--- config.mk ---
export PLATFORM = sky130hd
export DESIGN_NAME = linear_upsampler_1x2x4x
export DESIGN_NICKNAME = d
export VERILOG_FILES = /design/src/hw/rtl/lus_pkg.sv /design/src/hw/rtl/lus_front.sv /design/src/hw/rtl/lus_fifo.sv /design/src/hw/rtl/lus_back.sv /design/src/hw/rtl/linear_upsampler_1x2x4x.sv
export SDC_FILE = /design/constraint.sdc
export NUM_CORES = 1
export LEC_CHECK = 0
export BUFFER_PORTS_ARGS = -buffer_cell sky130_fd_sc_hd__buf_2
export CORE_ASPECT_RATIO = 0.75
export CORE_UTILIZATION = 65
export DETAILED_ROUTE_END_ITERATION = 16
export MAX_ROUTING_LAYER = met4
export PLACE_DENSITY = 0.91
export SLEW_MARGIN = 25
export SYNTH_ARGS = -nofsm -noshare
export SYNTH_HDL_FRONTEND = slang
export SYNTH_SLANG_ARGS = --single-unit
export TNS_END_PERCENT = 1
--- constraint.sdc ---
create_clock -name clk_i -period 5.99 [get_ports clk_i]
set_input_delay 1.198 -clock clk_i [delete_from_list [all_inputs] [get_ports clk_i]]
set_output_delay 1.198 -clock clk_i [all_outputs]
set_load 0.02 [all_outputs]
--- src/hw/rtl/lus_pkg.sv ---
// Package for the linear upsampler: job record passed from front to back,
// configuration bundle, register indexes and helper functions.
// No dependencies.
package lus_pkg;

  localparam int unsigned SampleW = 16;
  localparam int unsigned CfgIdxW = 2;
  localparam int unsigned CfgDataW = 8;

  typedef enum logic [CfgIdxW-1:0] {
    RegFactorCode = 2'd0,
    RegSourceWide = 2'd1,
    RegWidenTo16  = 2'd2
  } reg_idx_e;

  typedef enum logic [1:0] {
    Factor1x = 2'd0,
    Factor2x = 2'd1,
    Factor4x = 2'd2
  } factor_code_e;

  typedef struct packed {
    logic [1:0] factor_code;
    logic       source_wide;
    logic       widen_to_16;
  } cfg_t;

  typedef struct packed {
    logic signed [SampleW-1:0] held;
    logic signed [SampleW-1:0] cur;
    logic signed [SampleW-1:0] mid;
    logic                      have_held;
    logic                      fin;
    logic [2:0]                nfac;
  } job_t;

  // outputs per interpolation run
  function automatic logic [2:0] factor_count(logic [1:0] code);
    logic [2:0] n;
    case (code)
      Factor2x: n = 3'd2;
      Factor4x: n = 3'd4;
      default:  n = 3'd1;
    endcase
    return n;
  endfunction

  // floor of the mean of two samples
  function automatic logic signed [SampleW-1:0] halve_sum(logic signed [SampleW-1:0] a,
                                                          logic signed [SampleW-1:0] b);
    logic signed [SampleW:0] s;
    s = {a[SampleW-1], a} + {b[SampleW-1], b};
    return s[SampleW:1];
  endfunction

endpackage

--- src/hw/rtl/lus_front.sv ---
// Front of the linear upsampler: converts input samples, keeps the held
// sample and pushes one job per sample that causes results. Uses lus_pkg.
module lus_front (
  input  logic                              clk_i,
  input  logic                              rst_ni,
  input  lus_pkg::cfg_t                     cfg_i,
  input  logic                              in_valid_i,
  output logic                              in_ready_o,
  input  logic signed [lus_pkg::SampleW-1:0] in_sample_i,
  input  logic                              in_final_i,
  input  logic                              q_full_i,
  output logic                              q_push_o,
  output lus_pkg::job_t                     q_job_o
);
  import lus_pkg::*;

  logic signed [SampleW-1:0] held_q, held_d;
  logic                      have_q, have_d;
  logic signed [SampleW-1:0] cur;
  logic                      accept;

  always_comb begin
    if (cfg_i.source_wide) begin
      cur = in_sample_i;
    end else if (cfg_i.widen_to_16) begin
      cur = {~in_sample_i[7], in_sample_i[6:0], 8'h00};
    end else begin
      cur = {8'h00, in_sample_i[7:0]};
    end
  end

  assign in_ready_o = ~q_full_i;
  assign accept     = in_valid_i & in_ready_o;
  assign q_push_o   = accept & (have_q | in_final_i);

  always_comb begin
    q_job_o.held      = held_q;
    q_job_o.cur       = cur;
    q_job_o.mid       = halve_sum(held_q, cur);
    q_job_o.have_held = have_q;
    q_job_o.fin       = in_final_i;
    q_job_o.nfac      = factor_count(cfg_i.factor_code);
  end

  always_comb begin
    held_d = held_q;
    have_d = have_q;
    if (accept) begin
      held_d = cur;
      have_d = ~in_final_i;
    end
  end

  always_ff @(posedge clk_i or negedge rst_ni) begin
    if (!rst_ni) begin
      held_q <= '0;
      have_q <= 1'b0;
    end else begin
      held_q <= held_d;
      have_q <= have_d;
    end
  end

endmodule

--- src/hw/rtl/lus_fifo.sv ---
// Short job queue between front and back of the linear upsampler.
// Register based, first word visible at the head. Uses lus_pkg.
module lus_fifo #(
  parameter int unsigned Depth = 2
) (
  input  logic          clk_i,
  input  logic          rst_ni,
  input  logic          push_i,
  input  lus_pkg::job_t push_job_i,
  output logic          full_o,
  input  logic          pop_i,
  output logic          empty_o,
  output lus_pkg::job_t head_o
);
  import lus_pkg::*;

  localparam int unsigned PtrW = (Depth > 1) ? $clog2(Depth) : 1;
  localparam int unsigned CntW = $clog2(Depth + 1);

  job_t            mem_q [Depth];
  logic [PtrW-1:0] wr_q, wr_d, rd_q, rd_d;
  logic [CntW-1:0] cnt_q, cnt_d;
  logic            do_push, do_pop;

  assign full_o  = (cnt_q == CntW'(Depth));
  assign empty_o = (cnt_q == '0);
  assign do_push = push_i & ~full_o;
  assign do_pop  = pop_i & ~empty_o;
  assign head_o  = mem_q[rd_q];

  always_comb begin
    wr_d  = wr_q;
    rd_d  = rd_q;
    cnt_d = cnt_q;
    if (do_push) begin
      wr_d = (wr_q == PtrW'(Depth - 1)) ? '0 : wr_q + PtrW'(1);
    end
    if (do_pop) begin
      rd_d = (rd_q == PtrW'(Depth - 1)) ? '0 : rd_q + PtrW'(1);
    end
    if (do_push && !do_pop) begin
      cnt_d = cnt_q + CntW'(1);
    end else if (do_pop && !do_push) begin
      cnt_d = cnt_q - CntW'(1);
    end
  end

  always_ff @(posedge clk_i) begin
    if (do_push) begin
      mem_q[wr_q] <= push_job_i;
    end
  end

  always_ff @(posedge clk_i or negedge rst_ni) begin
    if (!rst_ni) begin
      wr_q  <= '0;
      rd_q  <= '0;
      cnt_q <= '0;
    end else begin
      wr_q  <= wr_d;
      rd_q  <= rd_d;
      cnt_q <= cnt_d;
    end
  end

endmodule

--- src/hw/rtl/lus_back.sv ---
// Back of the linear upsampler: walks the head job one output per cycle, while
// the output stage is empty or being taken, into a registered output stage. Uses lus_pkg.
module lus_back (
  input  logic                               clk_i,
  input  logic                               rst_ni,
  input  logic                               q_empty_i,
  input  lus_pkg::job_t                      q_head_i,
  output logic                               q_pop_o,
  output logic                               out_valid_o,
  input  logic                               out_ready_i,
  output logic signed [lus_pkg::SampleW-1:0] out_sample_o,
  output logic                               out_last_o,
  output logic                               out_end_o
);
  import lus_pkg::*;

  logic [2:0]                idx_q, idx_d;
  logic                      ovalid_q, ovalid_d;
  logic signed [SampleW-1:0] osample_q, osample_d;
  logic                      olast_q, olast_d;
  logic                      oend_q, oend_d;

  logic [3:0]                n_total;
  logic                      last_k;
  logic                      load;
  logic                      in_interp;
  logic [1:0]                pos;
  logic signed [SampleW-1:0] value;

  assign n_total = (q_head_i.have_held ? {1'b0, q_head_i.nfac} : 4'd0)
                 + (q_head_i.fin ? {1'b0, q_head_i.nfac} : 4'd0);
  assign last_k  = ({1'b0, idx_q} + 4'd1) == n_total;
  assign load    = ~q_empty_i & (~ovalid_q | out_ready_i);
  assign q_pop_o = load & last_k;

  assign in_interp = q_head_i.have_held & (idx_q < q_head_i.nfac);

  always_comb begin
    case (q_head_i.nfac)
      3'd4:    pos = idx_q[1:0];
      3'd2:    pos = {idx_q[0], 1'b0};
      default: pos = 2'd0;
    endcase
  end

  always_comb begin
    if (!in_interp) begin
      value = q_head_i.cur;
    end else begin
      case (pos)
        2'd1:    value = halve_sum(q_head_i.held, q_head_i.mid);
        2'd2:    value = q_head_i.mid;
        2'd3:    value = halve_sum(q_head_i.mid, q_head_i.cur);
        default: value = q_head_i.held;
      endcase
    end
  end

  always_comb begin
    idx_d     = idx_q;
    ovalid_d  = ovalid_q;
    osample_d = osample_q;
    olast_d   = olast_q;
    oend_d    = oend_q;
    if (ovalid_q && out_ready_i) begin
      ovalid_d = 1'b0;
    end
    if (load) begin
      ovalid_d  = 1'b1;
      osample_d = value;
      olast_d   = last_k;
      oend_d    = last_k & q_head_i.fin;
      idx_d     = last_k ? 3'd0 : idx_q + 3'd1;
    end
  end

  always_ff @(posedge clk_i) begin
    osample_q <= osample_d;
    olast_q   <= olast_d;
    oend_q    <= oend_d;
  end

  always_ff @(posedge clk_i or negedge rst_ni) begin
    if (!rst_ni) begin
      idx_q    <= '0;
      ovalid_q <= 1'b0;
    end else begin
      idx_q    <= idx_d;
      ovalid_q <= ovalid_d;
    end
  end

  assign out_valid_o  = ovalid_q;
  assign out_sample_o = osample_q;
  assign out_last_o   = olast_q;
  assign out_end_o    = oend_q;

`ifndef NO_ASSERTIONS
  a_idx_in_run: assert property (@(posedge clk_i) disable iff (!rst_ni)
    !q_empty_i |-> ({1'b0, idx_q} < n_total))
    else $error("output index beyond run length");
  a_end_is_last: assert property (@(posedge clk_i) disable iff (!rst_ni)
    ovalid_q && oend_q |-> olast_q)
    else $error("end of sound without end of run");
  a_pop_resets_idx: assert property (@(posedge clk_i) disable iff (!rst_ni)
    q_pop_o |=> (idx_q == 3'd0) && ovalid_q && olast_q)
    else $error("job popped without its last output");
  a_idx_zero_idle: assert property (@(posedge clk_i) disable iff (!rst_ni)
    q_empty_i |-> (idx_q == 3'd0))
    else $error("run index left over with no job");
`endif

endmodule

--- src/hw/rtl/linear_upsampler_1x2x4x.sv ---
// Linear-interpolation upsampler by 1, 2 or 4, top level.
// Depends on lus_pkg, lus_front, lus_fifo and lus_back.
//
//   channel   dir  handshake               payload
//   s_axis    in   s_axis_tvalid/tready    tdata: sample_in, tlast: is_final
//   m_axis    out  m_axis_tvalid/tready    tdata: out_sample, tlast: last_of_run,
//                                          tuser: end_of_sound
//   cfg       in   cfg_valid_i/cfg_ready_o cfg_index_i, cfg_data_i
//
// One output per cycle from the back stage while m_axis_tready is high; an
// input yields up to 8 outputs (factor for interpolation plus factor copies
// on a final sample).
// Reset clears the configuration, the held sample and the job queue.
// The front keeps accepting while the queue (QueueDepth jobs) has room.
module linear_upsampler_1x2x4x #(
  parameter int unsigned QueueDepth = 2
) (
  input  logic        clk_i,
  input  logic        rst_ni,
  input  logic        cfg_valid_i,
  output logic        cfg_ready_o,
  input  logic [1:0]  cfg_index_i,
  input  logic [7:0]  cfg_data_i,
  input  logic        s_axis_tvalid,
  output logic        s_axis_tready,
  input  logic [15:0] s_axis_tdata,   // [15:0] sample_in
  input  logic        s_axis_tlast,   // is_final
  output logic        m_axis_tvalid,
  input  logic        m_axis_tready,
  output logic [15:0] m_axis_tdata,   // [15:0] out_sample
  output logic        m_axis_tlast,   // last_of_run
  output logic [0:0]  m_axis_tuser    // [0] end_of_sound
);
  import lus_pkg::*;

  cfg_t  cfg_q, cfg_d;
  job_t  push_job, head_job;
  logic  push, pop, full, empty;
  logic  out_end;
  logic signed [SampleW-1:0] out_sample;

  assign cfg_ready_o = 1'b1;

  always_comb begin
    cfg_d = cfg_q;
    if (cfg_valid_i) begin
      case (cfg_index_i)
        RegFactorCode: cfg_d.factor_code = cfg_data_i[1:0];
        RegSourceWide: cfg_d.source_wide = cfg_data_i[0];
        RegWidenTo16:  cfg_d.widen_to_16 = cfg_data_i[0];
        default:       cfg_d = cfg_q;
      endcase
    end
  end

  always_ff @(posedge clk_i or negedge rst_ni) begin
    if (!rst_ni) begin
      cfg_q <= '0;
    end else begin
      cfg_q <= cfg_d;
    end
  end

  lus_front u_front (
    .clk_i       (clk_i),
    .rst_ni      (rst_ni),
    .cfg_i       (cfg_q),
    .in_valid_i  (s_axis_tvalid),
    .in_ready_o  (s_axis_tready),
    .in_sample_i (s_axis_tdata),
    .in_final_i  (s_axis_tlast),
    .q_full_i    (full),
    .q_push_o    (push),
    .q_job_o     (push_job)
  );

  lus_fifo #(
    .Depth (QueueDepth)
  ) u_fifo (
    .clk_i      (clk_i),
    .rst_ni     (rst_ni),
    .push_i     (push),
    .push_job_i (push_job),
    .full_o     (full),
    .pop_i      (pop),
    .empty_o    (empty),
    .head_o     (head_job)
  );

  lus_back u_back (
    .clk_i        (clk_i),
    .rst_ni       (rst_ni),
    .q_empty_i    (empty),
    .q_head_i     (head_job),
    .q_pop_o      (pop),
    .out_valid_o  (m_axis_tvalid),
    .out_ready_i  (m_axis_tready),
    .out_sample_o (out_sample),
    .out_last_o   (m_axis_tlast),
    .out_end_o    (out_end)
  );

  assign m_axis_tdata    = out_sample;
  assign m_axis_tuser[0] = out_end;

endmodule

# Word level (Yosys, flattened, before mapping)
# Memories as Yosys holds them, arrays and structs flattened.
# Cells that the tools add are included.
classes:
  add_sub_neg: 10
  n_lt_le_gt_ge: 1
  n_eq_ne: 11
  n_mux: 17
  bitwise_logic: 15
  n_reduce_logical: 12
op_table:
  columns: ["operator", "count"]
  rows:
  - ["16-bit by 16-bit adder with 17-bit output", 3]
  - ["16-bit 2-to-1 mux", 3]
  - ["16-bit one-hot mux with 3 select lines", 1]
  - ["2-bit equality test (second input constant)", 5]
  - ["3-bit 2-to-1 mux", 3]
  - ["1-bit AND", 8]
  - ["2-bit by 1-bit equality test with 1-bit output (second input constant)", 3]
  - ["1-bit 2-to-1 mux", 6]
  - ["3-bit one-hot mux with 2 select lines", 1]
  - ["2-bit AND reduction", 3]
  - ["1-bit inverter", 5]
  - ["3-bit by 1-bit adder with 4-bit output (second input constant)", 1]
  - ["4-bit adder", 1]
  - ["4-bit equality test", 1]
  - ["2-bit logical NOT", 2]
  - ["2-bit 2-to-1 mux", 2]
  - ["2-bit one-hot mux with 2 select lines", 1]
  - ["2-bit nonzero test", 2]
  - ["3-bit by 1-bit adder with 3-bit output (second input constant)", 1]
  - ["3-bit by 2-bit equality test with 1-bit output (second input constant)", 1]
  - ["3-bit equality test (second input constant)", 1]
  - ["1-bit logical AND", 3]
  - ["3-bit less-than comparator", 1]
  - ["1-bit adder (second input constant)", 2]
  - ["4 further kinds", 6]
totals:
  reg_bits: 47
  ram_bits: 106
  input_bits: 32
  output_inout_bits: 21
  wordCells: 80
  mem_count: 1
mem_list:
  columns: ["memory", "depth", "word_bits", "rd", "rd_ports_with_merged_regs", "wr", "line", "source"]
  rows:
  - ["u_fifo.mem_q", 2, 53, 1, 0, 1, "lus_fifo.sv:20", "job_t mem_q [Depth];"]

# Depth between registers and ports, before layout
logic_depth:
  depth_word: 9
  ltp_mapped: 19
  depth_no_buf: 15

# Hierarchy
# From an unflattened synthesis, not the netlist that was laid out.
unflattened:
  cells_unflattened: 647
  hier_area_um2: 8635.8
by_module_without_submodules:
  columns: ["module", "instances", "cells_each", "area_each_um2", "seq_area_each_um2"]
  rows:
  - ["lus_fifo", 1, 184, 4271.6, 3283.1]
  - ["lus_back", 1, 266, 2442.3, 640.6]
  - ["lus_front", 1, 184, 1737.9, 425.4]
  - ["linear_upsampler_1x2x4x", 1, 13, 183.9, 100.1]

# Worst setup path after synthesis
# No wires, ideal clock.
synth_timing:
  kind: "input-to-reg"
  start: "input port s_axis_tvalid"
  end: "memory u_fifo.mem_q[0][0] (netlist name) (enable)"
  setup_ns: 0.464
  arrival_ns: 3.578
  t_required_ns: 5.526
  path_slack_ns: 1.947
  cell_stages: 2
  path_buffers: 0
  cell_sequence: "o211ai_1 nor2_1"
synth_between:
  elab_chain_len: 5
synth_lines:
  columns: ["element", "line", "source"]
  rows:
  - ["from (decl)", "linear_upsampler_1x2x4x.sv:24", "input logic s_axis_tvalid,"]
  - ["1-bit AND", "lus_front.sv:33", "assign accept = in_valid_i & in_ready_o;"]
  - ["1-bit AND", "lus_front.sv:34", "assign q_push_o = accept & (have_q | in_final_i);"]
  - ["1-bit AND", "lus_fifo.sv:27", "assign do_push = push_i & ~full_o;"]
  - ["1-bit 2-to-1 mux", "lus_fifo.sv:49", "if (do_push) begin"]
  - ["1-bit 2-to-1 mux (not written as such)", "lus_fifo.sv:50", "mem_q[wr_q] <= push_job_i;"]
  - ["to (decl)", "lus_fifo.sv:20", null]
# Every way passes these cells.

# Final worst setup path
layout_timing:
  start: "register u_fifo.rd_q"
  end: "register u_back.osample_q[14], in the netlist u_back.out_sample_o[14], data pin"
layout_between:
  elab_chain_len: 6
  word_cells_on_any_way: 13
  cone_classes: "add/sub (2); order compare (1); eq/ne (5); mux (3); bitwise (1); memory (1)"
layout_lines:
  columns: ["element", "line", "source"]
  rows:
  - ["from (decl)", "lus_fifo.sv:21", "logic [PtrW-1:0] wr_q, wr_d, rd_q, rd_d;"]
  - ["from (signal assigned)", "lus_fifo.sv:61", "rd_q <= rd_d;"]
  - ["memory read 2 x 53 bit *", null, null]
  - ["parallel branches: the longest is 4 deep, another holds 16-bit by 16-bit adder with 17-bit output", null, null]
  - ["16-bit 2-to-1 mux *", "lus_back.sv:47", "if (!in_interp) begin"]
  - ["net u_back.value[14]", "lus_back.sv:28", "logic signed [SampleW-1:0] value;"]
  - ["to (signal assigned)", "lus_back.sv:78", "osample_q <= osample_d;"]
  - ["to (decl)", "lus_back.sv:19", "logic signed [SampleW-1:0] osample_q, osample_d;"]
# Mark *: on every way through the listed nets, which the timed path passes.
# A chain may end at the register's enable or synchronous reset.

==> results.cfg <==
[global_routing]
grt_use_total_pct = 33.0
first_global_vias = 5777
grt_start_max_net_pins = 54
grt_antenna_before_repair = 0
overflow = 0
grt_pass1_wl_mm = 30.8

[timing]
fmax_mhz = 200
rsz0062_at_grt = no
fin_ws_ns = 0.997
slew_headroom_pct = 34.8
fin_setup_tns_ns = 0
finalCriticalPeriod_ns = 4.99
setup_viol = 0
hold_viol_final = 0
worst_pin_slew_ns = 0.976
final.period_utilization_pct = 83.4
slew_violations = 0
skew_ns = 0.00855

[finish]
drive_above_1_share_pct = 24.6
multi_input_area_um2 = 3530
final_cell_area_um2 = 9170
nFillCells = 701
area_growth_syn_to_layout_pct = 12.6
num_antenna_cells = 0
ff_latch_area_um2 = 4450
nets = 753

[place]
place_ws_ns = 1.26
placed_area_um2 = 8540
gp_congestion = 0.901
hpwl_mm = 12.7
portBuffers = 45

[setup_path]
setup.worst_path.class = flop to flop
worstPathMaxFanout = 35
rrSetupSlack_ns = 1.0
arrival_ns = 5.24
worst_path_dominant_cell_family = compound AO/OA/AOI/OAI gates
cp.required_ns = 6.24
crit_chain = mux2i_4, o211a_4, o21a_1, mux4_2, ha_1, a21o_1, a21o_1, a21oi_1, nor2_1, a211oi_1, a31oi_1, xnor2_1, a221oi_1
slowest_stage = dfrtp_4
start_kind = flop
path_buf_inv = 0
critical-path-max-stage-delay_ns = 0.77
endpoint_kind = flop
cpMostUsedCell = a21o_1

[floorplanning]
fp.dieW_um = 131
rows = 35
start_util_pct = 66.4
die_area_um2 = 13000
top_level_ports = 53
core_area_um2 = 12300
die_h_um = 98.9

[yosys]
syn_area_um2 = 8140
syn_inst = 628
synth_edf_count = 124
synth.ff_latch_count = 153
synth_top_flop_cell = edfxtp_1
post_synth.cell_area_avg_um2 = 13.0
yosysMostFrequentCell = edfxtp_1
synth_top_cell_area_share_pct = 45.7
synth_commonest_cells = edfxtp_1 (124), mux2_2 (59), nand2_1 (46)
synthArstFlopShare_pct = 19.0
synth_nets = 702
synth.area.top_cells = edfxtp_1 (46%), dfrtp_1 (8.9%), mux2_2 (8.2%), ha_1 (6.0%), mux4_2 (3.0%)
synth_largest_area_cell = edfxtp_1
synthDistinctLibCells = 64
yosysSeqAreaShare_pct = 54.6
ys_warn_count = 0

[clocking]
clockBufferDepth = 2
path_clk_slew_ns = 0.07
clk_latency_ns = 0.43
post_cts.repair.setup_buffers = 0
clock_sinks = 153
tritoncts.num_buffers = 17
cts_root_buf = clkbuf_16
ctsResizeCount = 0
htree_num_levels = 4
cts_tree = done
cts_hold_buf = 0

[route]
drtPass1Iterations = 6
drc = 0
wl_per_cell_um = 22.7
via_count = 5781
via_per_inst = 6.74
routed_wl_mm = 19.5
drtAntennaViolNets = 0
drt-initial-drc-count = 713

[run_status]
outcome = finished, final reports clean

[job]
maxCapViolCount = 0

[power_and_ir_drop]
ir_drop_v = 0.000319
p_per_area_nw_per_um2 = 648
power.leakage_nw = 3.55

[min_path]
hold_class = flop to flop
state kept, by name, indices dropped and copies added, names as in the netlist:
| register | cells |
|---|---|
| u_front.held_q | 16 |
| u_back.out_sample_o | 16 |
| u_back.out_end_o | 1 |
| u_front.have_q | 1 |
| u_back.out_last_o | 1 |
| u_fifo.wr_q | 1 |
| u_back.out_valid_o | 1 |
| u_fifo.rd_q | 1 |
| u_back.idx_q | 3 |
| u_fifo.mem_q | 106 |
| cfg_q | 4 |
| u_fifo.cnt_q | 2 |
metal layers:
layer | GRT usage (%) | routed length, um | vias up
li1 | - | - | 2493
met1 | 41.5 | 7660 | 2841
met2 | 51.4 | 9410 | 388
met3 | 7.00 | 2000 | 59
met4 | 15.8 | 448 | 0
met5 | - | 0 | -
kinds of logic (layout without fill, tap and decap cells):
| kind of cell | count (synthesis) | count (layout) | share of synthesized area [%] |
|---|---|---|---|
| AO/OA/AOI/OAI | 131 | 131 | 10.7 |
| XOR/XNOR | 32 | 32 | 3.44 |
| adder cells (fa/ha/maj) | 42 | 42 | 6.73 |
| buffers and inverters | 38 | 102 | 2.11 |
| flip-flops | 153 | 153 | 54.6 |
| multiplexers | 89 | 89 | 13.7 |
| other | 1 | 1 | 0.0461 |
| AND/OR/NAND/NOR | 142 | 142 | 8.62 |
stage by stage:
step	util [%]	power, mW	std cells	hold WS [ns]
CTS	74.8	5.85	858	0.505
floorplan	-	3.94	628	0.460
detailed placement	69.7	4.64	826	0.483
global route	74.8	6.21	858	0.527
global placement	69.7	4.45	826	0.478
finish	74.8	5.94	858	0.505
power by group:
| group | internal (mW) | switching, mW | total (mW) |
|---|---|---|---|
| clock network | 0.702 | 0.447 | 1.15 |
| logic | 1.16 | 1.69 | 2.86 |
| registers | 1.69 | 0.242 | 1.93 |
| total | 3.56 | 2.38 | 5.94 |
area by class of cell:
cell class	count	share of cell area (%)
multi-input cells	437	38.5
well taps	166	2.26
flip-flops and latches	153	48.6
repair buffers	53	3.11
inverters	17	0.696
clock inverters	13	2.10
clock buffers	19	4.72
worst paths after layout:
| path | from | to | cells past startpoint |
|---|---|---|---|
| setup / recovery | u_fifo.rd_q$_DFFE_PN0P_ | u_back.out_sample_o[14]$_DFFE_PP_ | 13 |
| max in group asynchronous | rst_ni | u_fifo.rd_q$_DFFE_PN0P_ | 1 |
| min in group asynchronous | rst_ni | u_back.out_valid_o$_DFFE_PN0P_ | 1 |
| setup reg to reg | u_fifo.rd_q$_DFFE_PN0P_ | u_back.out_sample_o[14]$_DFFE_PP_ | 13 |
| hold / removal | u_back.out_valid_o$_DFFE_PN0P_ | u_back.out_valid_o$_DFFE_PN0P_ | 2 |
| hold reg to reg | u_back.out_valid_o$_DFFE_PN0P_ | u_back.out_valid_o$_DFFE_PN0P_ | 2 |
cell usage in the layout, fill, tap and decap left out, drive strengths merged, types with 20 or more instances in the layout:
cell type / count
edfxtp: 124
nor2: 31
xnor2: 22
ha: 39
dfrtp: 29
inv: 20
nand2: 46
a21oi: 29
buf: 53
o21ai: 29
mux2: 59
worst register-to-register path, delay by kind of cell (launching register included):
kind	cells	cell delay (ns)
muxes	2	0.88
xor gates and xnor gates	1	0.18
DFF	1	0.77
adders and majority gates	1	0.35
and+or+nand+nor	1	0.07
AOI/OAI and AO/OA	8	2.56
No activity file was read; power rests on OpenSTA's default activity.
